--- src/rtl/core/ttsf_ram.sv ---
`timescale 1ns / 1ps
// ----------------------------------------------------------------------------
// ttsf_ram
// Generic single write port, single read port RAM with registered read.
// ----------------------------------------------------------------------------
module ttsf_ram #(
	parameter int WIDTH = 8,
	parameter int DEPTH = 64
) (
	input  logic                     clk,
	input  logic                     we,
	input  logic [$clog2(DEPTH)-1:0] waddr,
	input  logic [WIDTH-1:0]         wdata,
	input  logic [$clog2(DEPTH)-1:0] raddr,
	output logic [WIDTH-1:0]         rdata
);

	logic [WIDTH-1:0] mem_q [DEPTH];

	always_ff @(posedge clk) begin
		if (we) begin
			mem_q[waddr] <= wdata;
		end
		rdata <= mem_q[raddr];
	end

endmodule

--- config.mk ---
export PLATFORM = sky130hd
export DESIGN_NAME = ttsf_ram
export DESIGN_NICKNAME = d
export VERILOG_FILES = /design/src/rtl/core/ttsf_ram.sv
export SDC_FILE = /design/constraint.sdc
export NUM_CORES = 1
export LEC_CHECK = 0
export BUFFER_PORTS_ARGS = -buffer_cell sky130_fd_sc_hd__buf_2
export CAP_MARGIN = 20
export CORE_UTILIZATION = 55
export CTS_BUF_LIST = sky130_fd_sc_hd__clkbuf_2 sky130_fd_sc_hd__clkbuf_4 sky130_fd_sc_hd__clkbuf_8
export DETAILED_ROUTE_END_ITERATION = 6
export PLACE_DENSITY_LB_ADDON = 0.2
export SLEW_MARGIN = 20
export SYNTH_ARGS = -nofsm -noshare
export SYNTH_HDL_FRONTEND = slang
export SYNTH_SLANG_ARGS = --single-unit
--- constraint.sdc ---
create_clock -name clk -period 2.2 [get_ports clk]
set_input_delay 0.44 -clock clk [delete_from_list [all_inputs] [get_ports clk]]
set_output_delay 0.44 -clock clk [all_outputs]
set_load 0.05 [all_outputs]
==> metrics, run 1 <==
CP max stage cell mux4_2; f_max around 480 MHz; Cell Pwr Density between 800 and 900 nW/um2; fin crit period 2099 ps; clock tree buffer depth 3; R2R Path Start mem_q[21][6]; status complete, but fails checks; CTS tree built; placed cell area 21990 um2; Final setup viols 0; cell depth of the worst hold path 1; Yosys top cell by area edfxtp_1; Synth Warn # 0; clock slew at reported path FFs roughly 60 ps; fin area around 24000 um2; crit end category register; Synth Register Bits 520; CP max stage delay roughly 480 ps; PortBufs 29; WHS Endpoint mem_q[53][4]; first-pass GRT wire length roughly 67000 um; CTS Buf Count roughly 80; Tightest Pin Transition 708.4 ps; Synth cell types 40; initial antenna violation count 2; R2R depth 5; VDD IR max just over 0.0005 V; crit share post-route 95.39%; Max Cap Viol 0; IO Count 30; Worst Setup Start Kind register; antenna viol nets, final 0; cell count after synthesis 940; Synth Flop Type edfxtp_1; kind of critical path reg -> reg; failing checks DRC; top cells by area, synth edfxtp_1, mux4_2, nor2_1, mux2i_1, dfxtp_1; DR WL/cell around 27 um; Core Area 35830 um2; Async SR Flop Fraction 0%; skew final ~31 ps; vias in the first global route 10440; Arr. time, crit path roughly 2600 ps; die footprint around 37000 um2; Max-slew headroom 52.77%; Rows around 70; Design Power around 20 mW; Root Buffer clkbuf_8; cell chain of the critical path mux4_2 -> mux2_2 -> o221a_2 -> nor3_2 -> o32ai_1; CP Data Required Time about 2700 ps; DRT Wirelength 45000 um; sequential area share after synthesis 77.03%; GRT Overall Usage roughly 25%; RR Endpoint rdata[6]; DRC viols 4; drt pass-1 iters 7; Pins Over Slew Limit 0; Clock Latency Late Sink about 630 ps; Hold Crit Start wdata[4]; Remaining Overflow, GRT 0; average size of a mapped cell roughly 21 um2; DIE WIDTH between 150 and 200 um; Fin. Hold Viols 0; Min Hold Slack approximately 280 ps; critical path peak fanout 1; Clock Sinks 520; gpl congestion just under 0.9; Leak 7.786 nW; post-synth top area share between 70% and 80%; mapped cell area about 20000 um2; Die Ht around 190 um; Post-synth EDFFs about 500; RSZ-0062 raised after global routing false; Syn Nets 962; via count about 10000; Hold Buf Count CTS 0; setup slack, reg-to-reg between 100 and 150 ps; hpwl dp approximately 29000 um; Min-Delay Path Class in -> reg; fin nets between 1000 and 1500; Starting Density 56.29%; DR iter-0 viols approximately 1100; CTS H-tree lvls 3; pin count of the biggest net entering global routing 65; area delta synth->final 16.78%; Vias/cell 6.112; layout cells sized above 1 about 37%
-- Yosys cell counts (8+ instances only) --
| library cell | count |
|---|---|
| nor2_1 | 83 |
| mux2_2 | 13 |
| nand2_1 | 19 |
| buf_4 | 13 |
| nor2b_1 | 14 |
| o221ai_1 | 8 |
| o22ai_1 | 8 |
| dfxtp_1 | 8 |
| edfxtp_1 | 512 |
| nand3_1 | 13 |
| mux2i_1 | 23 |
| clkbuf_1 | 17 |
| buf_2 | 11 |
| mux4_2 | 126 |
-- where the power goes --
| part | leakage (nW) | total [mW] | switching (mW) | internal, mW |
|---|---|---|---|---|
| logic | 2.29 | 1.21 | 0.715 | 0.496 |
| clock network | 0.825 | 7.77 | 3.59 | 4.18 |
| registers | 4.67 | 11.0 | 0.0330 | 11.0 |
| total | 7.79 | 20.0 | 4.34 | 15.6 |
-- layer usage --
metal | global-route usage [%] | vias to the layer above | part of all wire, %
met3 | 5.021 | 85 | 8.7
met4 | 10.40 | 2 | 3.0
met2 | 38.22 | 472 | 47
li1 | - | 4380 | -
met5 | 0 | - | 0.018
met1 | 35.62 | 5360 | 41
-- cells by family (layout without fill, tap and decap cells) --
logic type             count (synthesis)  count (layout)  share of synthesized area (%)
DFF                                  520             520                          77.03
muxes                                162             162                          15.94
and+or+nand+nor                      153             153                          3.387
AOI/OAI and AO/OA                     54              54                          2.072
buffers and inverters                 51             333                          1.570
other                                  0               2                              0
-- registers in the layout, indices dropped and copies added, names as in the netlist --
name   count
mem_q    512
rdata      8
-- worst max path at each step --
stage / startpoint / end / depth (start not counted)
6_report: mem_q[21][6] / rdata[6] / 5
5_1_grt: mem_q[21][6] / rdata[6] / 5
4_1_cts: mem_q[21][6] / rdata[6] / 5
3_5_place_dp: raddr[0] / rdata[6] / 7
3_3_place_gp: raddr[0] / rdata[6] / 7
2_1_floorplan: raddr[1] / rdata[3] / 7
-- worst max-delay path, delay by kind of cell (launching register included) --
| family | cells | cell delay [ps] |
|---|---|---|
| simple gates | 1 | 390 |
| compound gates | 2 | 430 |
| mux | 2 | 760 |
| flops | 1 | 380 |
-- placed cells by master (no fill, tap or decap), types with 3 or more instances in the layout --
cell       synthesis  layout
nor3_1             7       6
a221oi_1           6       6
clkbuf_4           0      29
clkinv_1           0      17
o2bb2ai_1          3       3
buf_12             2      16
nand2_1           19      19
dfxtp_1            8       8
buf_4             13     147
nand3_1           13      13
a22oi_1            3       3
clkbuf_8           0      86
clkinv_2           0       9
mux4_2           126     126
nand2b_1           7       7
o22ai_1            8       8
a211oi_1           4       4
nand3b_1           3       3
edfxtp_1         512     512
nor2b_1           14      14
mux2i_1           23      23
buf_2             11      25
o221ai_1           8       8
mux2_2            13      13
nor2_1            83      83
a21oi_1            3       3
o2111ai_1          3       3
-- cell type report --
| type | count | area, um2 |
|---|---|---|
| fill | 2337 | 12280 |
| clock buffer | 114 | 1388 |
| antenna | 2 | 5.005 |
| clock inverter | 30 | 162.7 |
| tap | 461 | 576.8 |
| timing repair buffer | 189 | 1563 |
| sequential | 520 | 15530 |
| multi-input combinational | 369 | 4320 |
-- metrics by stage --
step / setup TNS, ps / worst slack [ps] / utilization (%) / std cells
global route: 0 / 22.02 / 65.72 / 1684
CTS: 0 / 83.27 / 65.71 / 1683
global placement: -2759 / -572.2 / 61.37 / 1539
floorplan: 0 / 92.28 / - / 940
finish: 0 / 101.3 / 65.73 / 1685
detailed placement: -2803 / -638.7 / 61.37 / 1539
-- repair_timing --
| action | 4_1_cts | 5_1_grt |
|---|---|---|
| gates resized for setup | 1 | 0 |
| endpoints found under the setup margin | 1 | 0 |
| setup buffers | 0 | 0 |
No activity file was read; power rests on OpenSTA's default activity.
==> run 2, diff against run 1 <==
--- a/config.mk
+++ b/config.mk
@@ -7,6 +7,8 @@
 export LEC_CHECK = 0
 export BUFFER_PORTS_ARGS = -buffer_cell sky130_fd_sc_hd__buf_2
 export CAP_MARGIN = 20
+export CELL_PAD_IN_SITES_DETAIL_PLACEMENT = 0
+export CELL_PAD_IN_SITES_GLOBAL_PLACEMENT = 1
 export CORE_UTILIZATION = 55
 export CTS_BUF_LIST = sky130_fd_sc_hd__clkbuf_2 sky130_fd_sc_hd__clkbuf_4 sky130_fd_sc_hd__clkbuf_8
 export DETAILED_ROUTE_END_ITERATION = 6
==> constraint.sdc (replaced) <==
create_clock -name clk -period 2.7 [get_ports clk]
set_input_delay 0.54 -clock clk [delete_from_list [all_inputs] [get_ports clk]]
set_output_delay 0.54 -clock clk [all_outputs]
set_load 0.05 [all_outputs]
==> metrics, run 2 (same netlist as run 1, synthesis figures left out) <==
Post-CTS Setup Repair Bufs 0; DRT Wirelength approximately 44000 um; Cell Pwr Density 716.7 nW/um2; most common cell after layout, fill and taps aside edfxtp_1; R2R Path Start mem_q[14][1]; gpl congestion around 0.77; Root Buffer clkbuf_8; crit end category register; cell depth of the worst hold path 1; most used cell, CP mux4_2; hpwl dp between 20000 and 30000 um; Largest regs mem_q: 512 flops, rdata: 8 flops; clock slew at reported path FFs 60 ps; Core Area between 30000 and 40000 um2; DR WL/cell roughly 27 um; Die Ht between 150 and 200 um; vias in the first global route a little over 10000; Biggest register mem_q; Arr. time, crit path around 2700 ps; placed cell area ~22000 um2; area delta synth->final 15.16%; Worst Setup Start Kind primary input; clock tree buffer depth 3; post_cts resized 0; most frequent cells in the layout edfxtp_1, mux4_2, buf_4; Clock Latency Late Sink 630 ps; pre-CTS WS -158.0 ps; first-pass GRT wire length around 66000 um; Hold Buf Count CTS 0; Tightest Pin Transition about 720 ps; RR Endpoint rdata[1]; ant diodes 0; Max Cap Viol 0; RSZ-0062 raised after global routing false; Max-slew headroom 52.07%; CP Data Required Time between 3000 and 4000 ps; Vias/cell roughly 6.1; kind of critical path in -> reg; Remaining Overflow, GRT 0; setup slack, reg-to-reg approximately 600 ps; antenna viol nets, final 0; Fin. Hold Viols 0; crit share post-route a little over 80%; WHS Endpoint mem_q[48][3]; GRT Overall Usage between 20% and 30%; PortBufs 29; DIE WIDTH 193.5 um; drt pass-1 iters 7; Hold Crit Start wdata[3]; Design Power between 15 and 20 mW; IO Count 30; WP buf/inv 2; Leak 7.590 nW; CTS H-tree lvls 3; initial antenna violation count 3; Min-Delay Path Class in -> reg; VDD IR max roughly 0.00055 V; DRC viols 0; layout cells sized above 1 a little over a third; DR iter-0 viols between 900 and 1000; Rows between 60 and 70; max reg flops 512; Clock Sinks 520; skew final approximately 38 ps; status complete, no violations; CP max stage delay 530 ps; fin crit period 2237 ps; Crit path depth 7; pin count of the biggest net entering global routing 65; fin area about 23000 um2; Final setup viols 0; CP max stage cell mux4_2; CTS tree built; R2R depth 5; f_max 447.0 MHz; setup ws final roughly 460 ps; cell chain of the critical path clkbuf_8 -> buf_12 -> mux4_2 -> mux4_2 -> nor2_1 -> nor3_1 -> o2bb2ai_1; CTS Buf Count 81; via count approximately 10000; Starting Density between 50% and 60%; Pins Over Slew Limit 0; CP top delay family multiplexers; die footprint about 37000 um2; fin nets between 1000 and 1500; critical path peak fanout 20
## run 2: where the power goes
group / total [mW] / switching (mW) / internal [mW] / leakage (nW)
logic: 0.900 / 0.557 / 0.343 / 2.03
clock network: 6.78 / 2.91 / 3.87 / 0.883
registers: 8.97 / 0.0296 / 8.94 / 4.67
total: 16.6 / 3.49 / 13.2 / 7.59
## run 2: how the worst max path moves through the flow
stage,endpoint,start
after global placement,rdata[1],raddr[0]
after global routing,rdata[1],raddr[0]
after CTS,rdata[1],raddr[0]
after detailed placement,rdata[1],raddr[0]
final,rdata[1],raddr[0]
after floorplan,rdata[3],raddr[1]
## run 2: per-stage QoR
stage / utilization, % / cells / hold WS, ps / TNS (ps)
finish: 64.82 / 1641 / 237.2 / 0
global route: 64.82 / 1641 / 220.3 / 0
CTS: 64.80 / 1641 / 206.1 / 0
detailed placement: 60.10 / 1495 / 809.2 / -294.6
global placement: 60.10 / 1495 / 797.5 / -268.3
floorplan: - / 940 / 638.9 / 0
## run 2: layer usage
metal	track usage, %	part of all wire [%]	vias up
li1	-	-	4287
met1	34.33	43	5274
met2	38.71	48	339
met3	5.021	6.5	71
met5	1.149	0.20	-
met4	8.593	2.4	6
## run 2: final cells by class
class                           instances  area, um2
Sequential cell                       520      15530
Fill cell                            2379      12600
Multi-Input combinational cell        369       4315
Clock buffer                          116       1428
Timing Repair Buffer                  145       1112
Tap cell                              461      576.8
Clock inverter                         30      257.7
## run 2: worst register-to-register path: stages, from the launching register on
cell and delay [ps]:
edfxtp_1 370, mux4_2 490, mux4_2 500, nor2_1 320, nor3_1 150, o2bb2ai_1 150
==> run 3, diff against run 2 <==
--- a/config.mk
+++ b/config.mk
@@ -5,11 +5,12 @@
 export SDC_FILE = /design/constraint.sdc
 export NUM_CORES = 1
 export LEC_CHECK = 0
+export ABC_AREA = 1
 export BUFFER_PORTS_ARGS = -buffer_cell sky130_fd_sc_hd__buf_2
 export CAP_MARGIN = 20
 export CELL_PAD_IN_SITES_DETAIL_PLACEMENT = 0
 export CELL_PAD_IN_SITES_GLOBAL_PLACEMENT = 1
-export CORE_UTILIZATION = 55
+export CORE_UTILIZATION = 54
 export CTS_BUF_LIST = sky130_fd_sc_hd__clkbuf_2 sky130_fd_sc_hd__clkbuf_4 sky130_fd_sc_hd__clkbuf_8
 export DETAILED_ROUTE_END_ITERATION = 6
 export PLACE_DENSITY_LB_ADDON = 0.2
==> constraint.sdc (replaced) <==
create_clock -name clk -period 2.21 [get_ports clk]
set_input_delay 0.442 -clock clk [delete_from_list [all_inputs] [get_ports clk]]
set_output_delay 0.442 -clock clk [all_outputs]
set_load 0.05 [all_outputs]
==> metrics, run 3 <==
status complete, no violations; DR iter-0 viols between 1000 and 1500; Synth Flop Type edfxtp_1; DRT Wirelength approximately 53000 um; post-synth top area share 72.05%; DRC viols 0; Remaining Overflow, GRT 0; Synth Register Bits between 500 and 600; pin count of the biggest net entering global routing 65; CP Data Required Time about 1800 ps; post_cts resized 0; CP top delay family flip-flops; mapped cell area about 21000 um2; skew final approximately 20 ps; area delta synth->final 13.54%; layout cells sized above 1 around 14%; PortBufs 29; gpl congestion around 0.84; max reg flops approximately 510; CTS H-tree lvls 3; Biggest register mem_q; Worst Setup Start Kind register; Post-CTS Setup Repair Bufs 0; Async SR Flop Fraction 0%; crit end category primary output; WHS Endpoint mem_q[62][1]; register area roughly 16000 um2; count leader, synth nand2_1; cell chain of the critical path buf_2; M1 WL between 20000 and 25000 um; Synth cell types 16; hpwl dp 31970 um; via count around 14000; CTS tree built; Synth top cells by count nand2_1, edfxtp_1, nand3_1; most frequent cells in the layout nand2_1, edfxtp_1, nand3_1; simple logic cell fraction of the synthesized area a little under a quarter; Largest regs mem_q: 512 flops, rdata: 8 flops; Synth Area in XOR/XNOR 0%; R2R Path Start mem_q[59][5]; Die Ht ~200 um; RSZ-0062 raised after global routing false; CP max stage cell dfxtp_1; average size of a mapped cell 11.82 um2; Root Buffer clkbuf_8; proportion of synthesized area in mux cells 0%; Post-Synth Adder-Cell Area 0%; Clock Sinks 520; area of the multi-input gates 4946 um2; Tightest Pin Transition approximately 760 ps; GRT Overall Usage between 20% and 30%; drt pass-1 iters 5; IO Count 30; setup slack, reg-to-reg 800 ps; fin crit period 1804 ps; Arr. time, crit path between 1000 and 1500 ps; WP buf/inv 1; f_max between 500 and 600 MHz; critical path peak fanout 1; first-pass GRT wire length 82140 um; fin nets between 1500 and 2000; RR Endpoint rdata[5]; Clock Latency Late Sink 640 ps; VDD IR max about 0.00062 V; Post-synth EDFFs slightly above 500; placed cell area roughly 23000 um2; R2R depth 8; DR WL/cell roughly 21 um; CTS Buf Count 83; initial antenna violation count 2; top layer reached by signal wires met4; Design Power 20.15 mW; kind of critical path reg -> out; Rows 72; Max Cap Viol 0; sequential area share after synthesis between 70 and 80%; main combinational cell family by area after synthesis simple AND/OR/NAND/NOR gates; antenna viol nets, final 0; # fillers about 3000; placed cells 2371; Hold Buf Count CTS 0; setup TNS 0 ps; Core Area about 39000 um2; Hold Crit Start wdata[1]; die footprint 40320 um2; Vias/cell 5.610; cell count after synthesis 1805; Leak 8.976 nW; Synth Area in Compound Gates 0%; WL met2 25770 um; Max-slew headroom 49.67%; CP max stage delay 430 ps; clock slew at reported path FFs 60 ps; crit share post-route about four fifths; Cell Pwr Density between 800 and 900 nW/um2; routed wl met3 3954 um; vias in the first global route roughly 14000; Finished Layout Cells 2518; Min-Delay Path Class in -> reg; top cells by area, synth edfxtp_1, nand2_1, nand3_1, buf_6, nor2_1; Starting Density between 50% and 60%; Fin. Hold Viols 0; Yosys top cell by area edfxtp_1; Synth Warn # 0; Syn Nets ~1800; cell depth of the worst hold path 1; most common cell after layout, fill and taps aside nand2_1; Final setup viols 0; clock tree buffer depth 3; fin area 24230 um2; Pins Over Slew Limit 0; DIE WIDTH around 200 um
run 3: cell count changes in the layout (fill, tap and decap cells not counted), sizes merged, moves of 8 or more:
cell	change
inv	+14
mux2i	-23
o22ai	-8
nand3	+426
mux2	-13
mux4	-126
buf	+16
o221ai	-8
nor2b	-14
nand2	+629
nor2	-27
run 3: report_power, final:
group          switching, mW  total, mW  internal [mW]  leakage [nW]
clock                   3.65       7.77           4.12         0.812
combinational           1.02       1.42          0.404          3.49
sequential            0.0349       11.0           10.9          4.67
run 3: area by class of cell:
class                      count  share of cell area (%)
clock inverter                30                  0.5887
tap                          518                   2.675
sequential                   520                   64.12
timing repair buffer         161                   6.130
clock buffer                 114                   5.830
antenna                        3                 0.03098
multi-input combinational   1160                   20.41
inverter                      12                  0.2169
run 3: how the worst max path moves through the flow:
stage / start / end / slack (ps) / cells past startpoint
floorplan: we / mem_q[48][0] / 2 / 3
global placement: raddr[0] / rdata[5] / 230 / 11
detailed placement: raddr[0] / rdata[1] / 220 / 11
CTS: rdata[3] / rdata[3] / 360 / 1
global route: rdata[3] / rdata[3] / 390 / 1
finish: rdata[6] / rdata[6] / 410 / 1
run 3: worst reg2reg max path: stages (launching register included):
cell and delay (ps):
edfxtp_1 360, nand2_1 80, nand3_1 70, nand3_1 170
nand2_1 110, nand2_1 70, nand3_1 180, nand3_1 180
nand2_1 80
run 3: logic make-up (layout without fill, tap and decap cells):
group | count (synthesis) | in the layout
buffers and inverters | 125 | 317
flip-flops | 520 | 520
other | 0 | 3
AND/OR/NAND/NOR | 1160 | 1160
run 3: per-stage QoR:
step | setup slack [ps] | hold WS, ps | utilization [%]
global route | 387.2 | 162.1 | 62.39
global placement | 228.1 | 794.0 | 58.38
detailed placement | 217.2 | 803.0 | 58.38
CTS | 358.3 | 147.2 | 62.38
finish | 405.5 | 180.6 | 62.40
floorplan | 1.884 | 540.9 | -
run 3: layer usage:
metal  GRT usage [%]  vias to the layer above
li1                -                     6636
met1           37.75                     6852
met2           43.37                      549
met3           4.756                       90
met4           9.515                        0
met5               0                        -
